$ cat src/hdl/sst_pkg.sv
package sst_pkg;

	localparam int unsigned CAPACITY_DEFAULT = 16;
	localparam int unsigned VALUE_W = 32;
	localparam int unsigned OP_W = 2;
	localparam int unsigned ENTRY_COUNT_W = 5;

	// operation codes; the unused code behaves as a test
	localparam logic [OP_W-1:0] OP_INSERT = 2'd0;
	localparam logic [OP_W-1:0] OP_REMOVE = 2'd1;
	localparam logic [OP_W-1:0] OP_TEST   = 2'd2;

	typedef struct packed {
		logic [OP_W-1:0]           operation;
		logic signed [VALUE_W-1:0] value;
	} req_t;

	typedef struct packed {
		logic                     was_present;
		logic                     rejected_full;
		logic [ENTRY_COUNT_W-1:0] entry_count;
	} rsp_t;

	// broadcast from the table control to every cell
	typedef struct packed {
		logic                      do_insert;
		logic                      do_remove;
		logic signed [VALUE_W-1:0] key;
	} cell_cmd_t;

endpackage

$ cat src/hdl/sorted_set_table.sv
// sorted_set_table keeps up to CAPACITY distinct signed 32-bit keys in ascending order in a row
// of cells, one key per cell. Each request word inserts, removes or tests a key and always
// returns exactly one response word: whether the key was held before, whether an insert of
// a new key was refused because the table was full, and the count afterwards (low 5 bits).
// Requests are taken one per clock while req_stall is low: every cell compares its key
// against the request in the same cycle, and on insert or remove each cell at or above the
// key slot loads from its left or right neighbor. The response sits in an output register,
// which accepts the next request while the current response is being taken. No clearing
// pass is needed after reset; cell contents beyond the count are never reported.
module sorted_set_table #(
	parameter int unsigned CAPACITY = sst_pkg::CAPACITY_DEFAULT
) (
	input  logic          clk,
	input  logic          arst_n,
	input  logic          req_valid,
	output logic          req_stall,
	input  sst_pkg::req_t req,
	output logic          rsp_valid,
	input  logic          rsp_stall,
	output sst_pkg::rsp_t rsp
);

	localparam int unsigned COUNT_W = $clog2(CAPACITY + 1);

	logic [COUNT_W-1:0] count_q;
	logic [COUNT_W-1:0] count_nxt;
	logic               rsp_valid_q;
	sst_pkg::rsp_t      rsp_q;

	logic                 accept;
	logic                 present;
	logic                 full;
	logic                 is_insert;
	logic                 is_remove;
	sst_pkg::cell_cmd_t   cmd;
	logic [CAPACITY-1:0]  lt_vec;
	logic [CAPACITY-1:0]  eq_vec;
	logic signed [sst_pkg::VALUE_W-1:0] cell_value [CAPACITY];

	// output register frees up as soon as its word is taken
	assign req_stall = rsp_valid_q && rsp_stall;
	assign accept    = req_valid && !req_stall;

	assign present   = |eq_vec;
	assign full      = (count_q == COUNT_W'(CAPACITY));
	assign is_insert = (req.operation == sst_pkg::OP_INSERT);
	assign is_remove = (req.operation == sst_pkg::OP_REMOVE);

	// key broadcast to all cells; shifts only on accepted words that change the set
	always_comb begin
		cmd.key       = req.value;
		cmd.do_insert = accept && is_insert && !present && !full;
		cmd.do_remove = accept && is_remove && present;
	end

	always_comb begin
		count_nxt = count_q;
		if (cmd.do_insert) begin
			count_nxt = count_q + COUNT_W'(1);
		end else if (cmd.do_remove) begin
			count_nxt = count_q - COUNT_W'(1);
		end
	end

	// row of cells, cell 0 holds the smallest key
	for (genvar i = 0; i < CAPACITY; i++) begin : g_cell
		logic                               left_lt;
		logic signed [sst_pkg::VALUE_W-1:0] left_value;
		logic signed [sst_pkg::VALUE_W-1:0] right_value;

		if (i == 0) begin : g_first
			// nothing to the left: first cell takes the key when it is the insert slot
			assign left_lt    = 1'b1;
			assign left_value = req.value;
		end else begin : g_inner_left
			assign left_lt    = lt_vec[i-1];
			assign left_value = cell_value[i-1];
		end

		if (i == CAPACITY - 1) begin : g_last
			assign right_value = cell_value[i];
		end else begin : g_inner_right
			assign right_value = cell_value[i+1];
		end

		sst_cell u_cell (
			.clk         (clk),
			.cmd         (cmd),
			.occupied    (COUNT_W'(i) < count_q),
			.left_lt     (left_lt),
			.left_value  (left_value),
			.right_value (right_value),
			.lt          (lt_vec[i]),
			.eq          (eq_vec[i]),
			.value       (cell_value[i])
		);
	end

	always_ff @(posedge clk or negedge arst_n) begin
		if (!arst_n) begin
			count_q     <= '0;
			rsp_valid_q <= 1'b0;
		end else begin
			count_q <= count_nxt;
			if (accept) begin
				rsp_valid_q <= 1'b1;
			end else if (!rsp_stall) begin
				rsp_valid_q <= 1'b0;
			end
		end
	end

	// response payload
	always_ff @(posedge clk) begin
		if (accept) begin
			rsp_q.was_present   <= present;
			rsp_q.rejected_full <= is_insert && !present && full;
			rsp_q.entry_count   <= sst_pkg::ENTRY_COUNT_W'(count_nxt);
		end
	end

	assign rsp_valid = rsp_valid_q;
	assign rsp       = rsp_q;

endmodule

$ cat src/hdl/sst_cell.sv
module sst_cell (
	input  logic                               clk,
	input  sst_pkg::cell_cmd_t                 cmd,
	input  logic                               occupied,
	input  logic                               left_lt,
	input  logic signed [sst_pkg::VALUE_W-1:0] left_value,
	input  logic signed [sst_pkg::VALUE_W-1:0] right_value,
	output logic                               lt,
	output logic                               eq,
	output logic signed [sst_pkg::VALUE_W-1:0] value
);

	logic signed [sst_pkg::VALUE_W-1:0] value_q;
	logic signed [sst_pkg::VALUE_W-1:0] value_nxt;

	assign lt    = occupied && (value_q < cmd.key);
	assign eq    = occupied && (value_q == cmd.key);
	assign value = value_q;

	// entries below the key stay; the rest shift toward or away from the key slot
	always_comb begin
		value_nxt = value_q;
		if (cmd.do_insert && !lt) begin
			value_nxt = left_lt ? cmd.key : left_value;
		end else if (cmd.do_remove && !lt) begin
			value_nxt = right_value;
		end
	end

	always_ff @(posedge clk) begin
		value_q <= value_nxt;
	end

endmodule
$ cat config.mk
export PLATFORM = sky130hd
export DESIGN_NAME = sorted_set_table
export DESIGN_NICKNAME = d
export VERILOG_FILES = /design/src/hdl/sst_pkg.sv /design/src/hdl/sorted_set_table.sv /design/src/hdl/sst_cell.sv
export SDC_FILE = /design/constraint.sdc
export NUM_CORES = 2
export LEC_CHECK = 0
export ABC_AREA = 1
export ABC_CLOCK_PERIOD_IN_PS = 13400
export BUFFER_PORTS_ARGS = -buffer_cell sky130_fd_sc_hd__buf_2
export CORE_MARGIN = 4
export CORE_UTILIZATION = 30
export DETAILED_ROUTE_END_ITERATION = 8
export REMOVE_ABC_BUFFERS = 1
export SLEW_MARGIN = 20
export SYNTH_ARGS = -nofsm -noshare
export SYNTH_HDL_FRONTEND = slang
export SYNTH_HIERARCHICAL = 1
export SYNTH_SLANG_ARGS = --single-unit
$ cat constraint.sdc
create_clock -name clk -period 13.4 [get_ports clk]
set_input_delay 0.67 -clock clk [delete_from_list [all_inputs] [get_ports clk]]
set_output_delay 0.67 -clock clk [all_outputs]
set_load 0.02 [all_outputs]
### After elaboration in Yosys (flattened, before gate mapping)

Cells that the tools add are included.

* bits of input ports: 38
* flip-flop bits (word level): 525
* output and inout port bits: 9
* word-level logic and storage cells: 231

* $lt $le $gt $ge: 32
* $add $sub $neg: 2
* equal/unequal tests: 19
* multiplexer cells: 49
* reduce and logical (&&, ||, !) cells: 108

Operators with widths (number)
* 32-bit two-way mux: 45
* 32-bit equality test: 16
* 32-bit less-than comparator: 16
* 1-bit logical AND: 72
* 4-bit by 5-bit less-than comparator with 1-bit output, first input constant: 8
* 2-bit nonzero test: 15
* 3-bit by 5-bit less-than comparator with 1-bit output, first input constant: 4
* 1-bit zero test: 19
* 16-bit OR reduction: 1
* 1-bit by 5-bit less-than comparator with 1-bit output, first input constant: 2
* 2-bit by 5-bit less-than comparator with 1-bit output, first input constant: 2
* 5-bit two-way mux: 2
* 5-bit by 1-bit adder with 5-bit output, second input constant: 1
* 5-bit equality test, second input constant: 1
* 5-bit by 1-bit subtractor with 5-bit output, second input constant: 1
* 2-bit by 1-bit equality test with 1-bit output, second input constant: 1
* 2-bit zero test: 1
* 1-bit two-way mux: 2
* 2-bit by 1-bit != test with 1-bit output, second input constant: 1

### Depth between registers and ports, before layout

* depth after elaboration: 8
* depth in mapped cells: 22
* depth with buffers taken out: 20

### Cells and area by module

Netlist, hierarchy kept.

Modules (own cells, without submodules)
* sst_cell: cells an instance 355, seq. area each 960.9 µm², times used 16, area each 2647.5 µm²
* sorted_set_table: cells an instance 129, seq. area each 360.3 µm², times used 1, area each 958.4 µm²

### Worst setup path after synthesis

Ideal clock, no wire load.

* path kind: in2reg
* start point: input req[31] in the netlist's numbering
* end point: register g_cell[15].u_cell.value_q, in the netlist g_cell[15].u_cell/value[0], enable pin
* path buffers: 1
* arrival time: 4076 ps
* required time: 12978 ps
* stages: 15
* library setup time: 422 ps
* slack: 8903 ps
* cells stage by stage: inv_1 -> ha_1 -> nand2_1 -> nor2_1 -> nand2_1 -> nor4_2 -> and3_1 -> nor2_1 -> nand2_1 -> nor2_2 -> nand4_1 -> nor2_1 -> clkbuf_1 -> nor2_1 -> nor2_1

RTL lines
* from (decl): line sorted_set_table.sv:17 `input sst_pkg::req_t req,`
* to (signal assigned): line sst_cell.sv:31 `value_q <= value_nxt;`
* to (decl): line sst_cell.sv:13 `logic signed [sst_pkg::VALUE_W-1:0] value_q;`

==> metrics.md <==
| Metric | Value |
|---|---|
| HP Start | `req_valid` |
| H-Tree Depth | `2` |
| Pint | `3.44 mW` |
| Seq/Total Area, Yosys | `0.363` |
| GPL Wtd Cong | `0.870` |
| DRT antenna net count | `0` |
| Crit end category | `flip-flop` |
| Wirelength per Cell | `15.4 um` |
| DR vias | `37100` |
| Sequential Power Share | `0.360` |
| Final hold vios | `0` |
| Die Y | `388 um` |
| Post-Route WL | `118000 um` |
| IO buf count | `46` |
| Synthesis warning total | `6` |
| Outcome | `completed` |
| Max-Cap Viols | `0` |
| Most frequent cells in the layout | `1618 x nand2_1, 720 x a21oi_1, 652 x inv_1, 640 x nor2_1, 575 x nand3_1` |
| Post-DP HPWL | `88100 um` |
| Max frequency | `155 MHz` |
| Crit-path most repeated cell | `nor2_1` |
| Commonest non-fill, non-tap cell in the layout | `nand2_1` |
| Skew final | `approximately 0.024 ns` |
| Die area | `~0.15 mm2` |
| Core Region | `between 0.1 and 0.15 mm2` |
| Min cycle time layout | `6.45 ns` |
| Fin crit share | `0.481` |
| Post-route setup TNS | `0 ns` |
| First-pass GRT wire length | `about 190000 um` |
| Mapped Area | `0.0433 mm2` |
| Peak supply drop | `0.000106 V` |
| Clk pin slew, worst setup/hold paths | `0.06 ns` |
| GRT overflow | `0` |
| PD cells | `123 mW/mm2` |
| DP Worst Slack | `between 6 and 7 ns` |
| Slowest library cell on the worst path | `nor2_4` |
| N_diodes | `0` |
| Ys flop type | `edfxtp_1` |
| # setup viols final | `0` |
| Area Growth Syn to Fin | `7.43%` |
| P_sw | `2.28 mW` |
| Mapped Cells | `5809` |
| Critical Path Max Stage Delay | `0.82 ns` |
| Ys async rst share | `0.0114` |
| Pre-antenna DRT Iters | `7` |
| Core Rows | `139` |
| RR Startpoint | `count_q[4]$_DFF_PN0_` |
| CTS Buffer Depth | `3` |
| Final worst slack | `6.95 ns` |
| Leak | `~23 nW` |
| Root buf cell | `clkbuf_16` |
| Final slew viol count | `0` |
| Distinct cells, synth | `31` |
| CTS sink count | `about 530` |
| Initial core utilization | `0.302` |
| CP Buf/Inv Count | `4` |
| Setup CP Type | `flip-flop to flip-flop` |
| Critical path arrival | `6.72 ns` |
| Crit path max fanout | `between 150 and 200` |
| # DRC | `0` |
| Initial antenna violation count | `3` |
| Slew headroom | `0.289` |
| Sw Ratio | `0.399` |
| Seq cells post-synth | `525` |
| Via-per-instance ratio | `4.87` |
| Resized cells post-CTS | `0` |
| Number of clock buffers inserted by TritonCTS | `between 50 and 60` |
| Global Route Usage Sum | `0.151` |
| Startpoint Class | `flip-flop` |
| Initial DRC count | `3116` |
| Fin cells | `around 7600` |
| Crit path from | `count_q[4]$_DFF_PN0_` |
| Crit-path cells | `buf_4 > nor2_1 > inv_2 > nor2_2 > nand2_1 > nand4_1 > nor3_1 > and3_1 > nor2_1 > nand2_1 > nor2_2 > nand4_1 > nor2_4 > buf_12 > buf_4 > nor2_1 > nor2_4` |
| Nets | `6227` |
| Share of post-route cells with drive strength above 1 | `0.0462` |
| Critical Path RT | `13.67 ns` |
| Placed Cells | `around 7500` |
| Vias in the first global route | `36300` |
| Clk Latency, worst-skew pair | `0.65 ns` |
| Clock power share | `0.278` |
| Comb power frac | `0.362` |
| CTS tree | `built` |
| RSZ-0062 raised after global routing | `false` |
| Post-synth EDFFs | `519` |
| Boundary Pins | `47` |
| Die width | `388 um` |
| Hold Path Class | `input port to flip-flop` |
| Avg Cell Area, Syn | `7.46 um2` |
| Slew @ Worst Pin | `1.06 ns` |
| Largest net degree at the start of global routing | `around 180` |
| Family with the most delay on the worst path | `simple AND/OR/NAND/NOR gates` |
per-stage QoR:
step | area, um2 | power, mW | util | hold slack (ns)
2_1_floorplan | 41700 | 3.59 | - | 0.374
3_3_place_gp | 44700 | 4.11 | 0.311 | 0.516
3_5_place_dp | 44700 | 4.14 | 0.311 | 0.519
4_1_cts | 46500 | 5.76 | 0.324 | 0.355
5_1_grt | 46500 | 6.13 | 0.324 | 0.379
6_report | 46500 | 5.73 | 0.324 | 0.412
worst paths after layout:
kind | end | slack [ns] | cells after the start
min | rsp_valid$_DFFE_PN0P_ | 0.41 | 3
max | g_cell[1].u_cell/value[3]$_DFFE_PP_ | 6.95 | 17
min reg2reg | g_cell[8].u_cell/value[0]$_DFFE_PP_ | 0.58 | 2
min in group asynchronous | count_q[4]$_DFF_PN0_ | 0.51 | 2
max in group asynchronous | count_q[0]$_DFF_PN0_ | 12.73 | 2
max reg2reg | g_cell[1].u_cell/value[3]$_DFFE_PP_ | 6.95 | 17
worst reg2reg max path, delay by kind of cell, from the launching register on:
kind	cells	cell delay (ns)
buffers and inverters	4	1.89
flip-flops	1	0.36
AND/OR/NAND/NOR	13	3.81
sequential cells by signal, summed over array words and instances (netlist names):
register	cells
g_cell.u_cell/value	512
rsp	7
count_q	5
rsp_valid	1
cell type report:
class	instances	area, um2
Fill cell	15300	96900
Multi-Input combinational cell	4336	23600
Clock buffer	83	1620
Sequential cell	525	15700
Tap cell	1903	2380
Inverter	673	2530
Clock inverter	25	200
Timing Repair Buffer	78	518
cell usage after synthesis, drive strengths merged, types with 3 or more instances:
cell / number / area (um2)
mux2: 16 / 180
nor3: 32 / 160
buf: 115 / 971
inv: 672 / 2520
and3: 16 / 100
a21oi: 720 / 3600
nand3: 592 / 3180
clkbuf: 160 / 601
nor4: 16 / 200
ha: 516 / 6460
nand2: 1637 / 6270
edfxtp: 519 / 15600
nor2: 663 / 2520
o21a: 32 / 240
xor2: 3 / 26.3
dfrtp: 6 / 150
nand4: 36 / 225
a21o: 16 / 120
o21ai: 40 / 200
power by group through the flow:
stage	sequential, mW	clock [mW]	combinational [mW]
6_report	2.06	1.59	2.07
5_1_grt	2.07	1.71	2.35
4_1_cts	2.06	1.64	2.06
3_5_place_dp	2.09	0	2.04
3_3_place_gp	2.09	0	2.01
2_1_floorplan	2.06	0	1.52
cell families (layout without fill, tap and decap cells):
| kind of cell | count (synthesis) | in the layout | synth area share |
|---|---|---|---|
| AO/OA/AOI/OAI | 808 | 808 | 0.0961 |
| adder cells (fa/ha/maj) | 516 | 516 | 0.149 |
| buffers and inverters | 948 | 859 | 0.0946 |
| XOR/XNOR | 3 | 3 | 0.000607 |
| multiplexers | 16 | 16 | 0.00416 |
| AND/OR/NAND/NOR | 2992 | 2992 | 0.292 |
| flip-flops | 525 | 525 | 0.363 |
| other | 1 | 1 | 0.0000866 |
layer usage:
layer,wire [um],share of wire,GRT usage
met5,0,0,0
met4,2220,0.019,0.0322
met3,7010,0.060,0.0177
met2,50600,0.43,0.238
met1,57800,0.49,0.221
timing repair:
action / 4_1_cts / 5_1_grt
hold buffers: 1 / 0
buffers inserted: 0 / 0
hold endpoints to repair: 6 / 0
No activity file was read; power rests on OpenSTA's default activity.
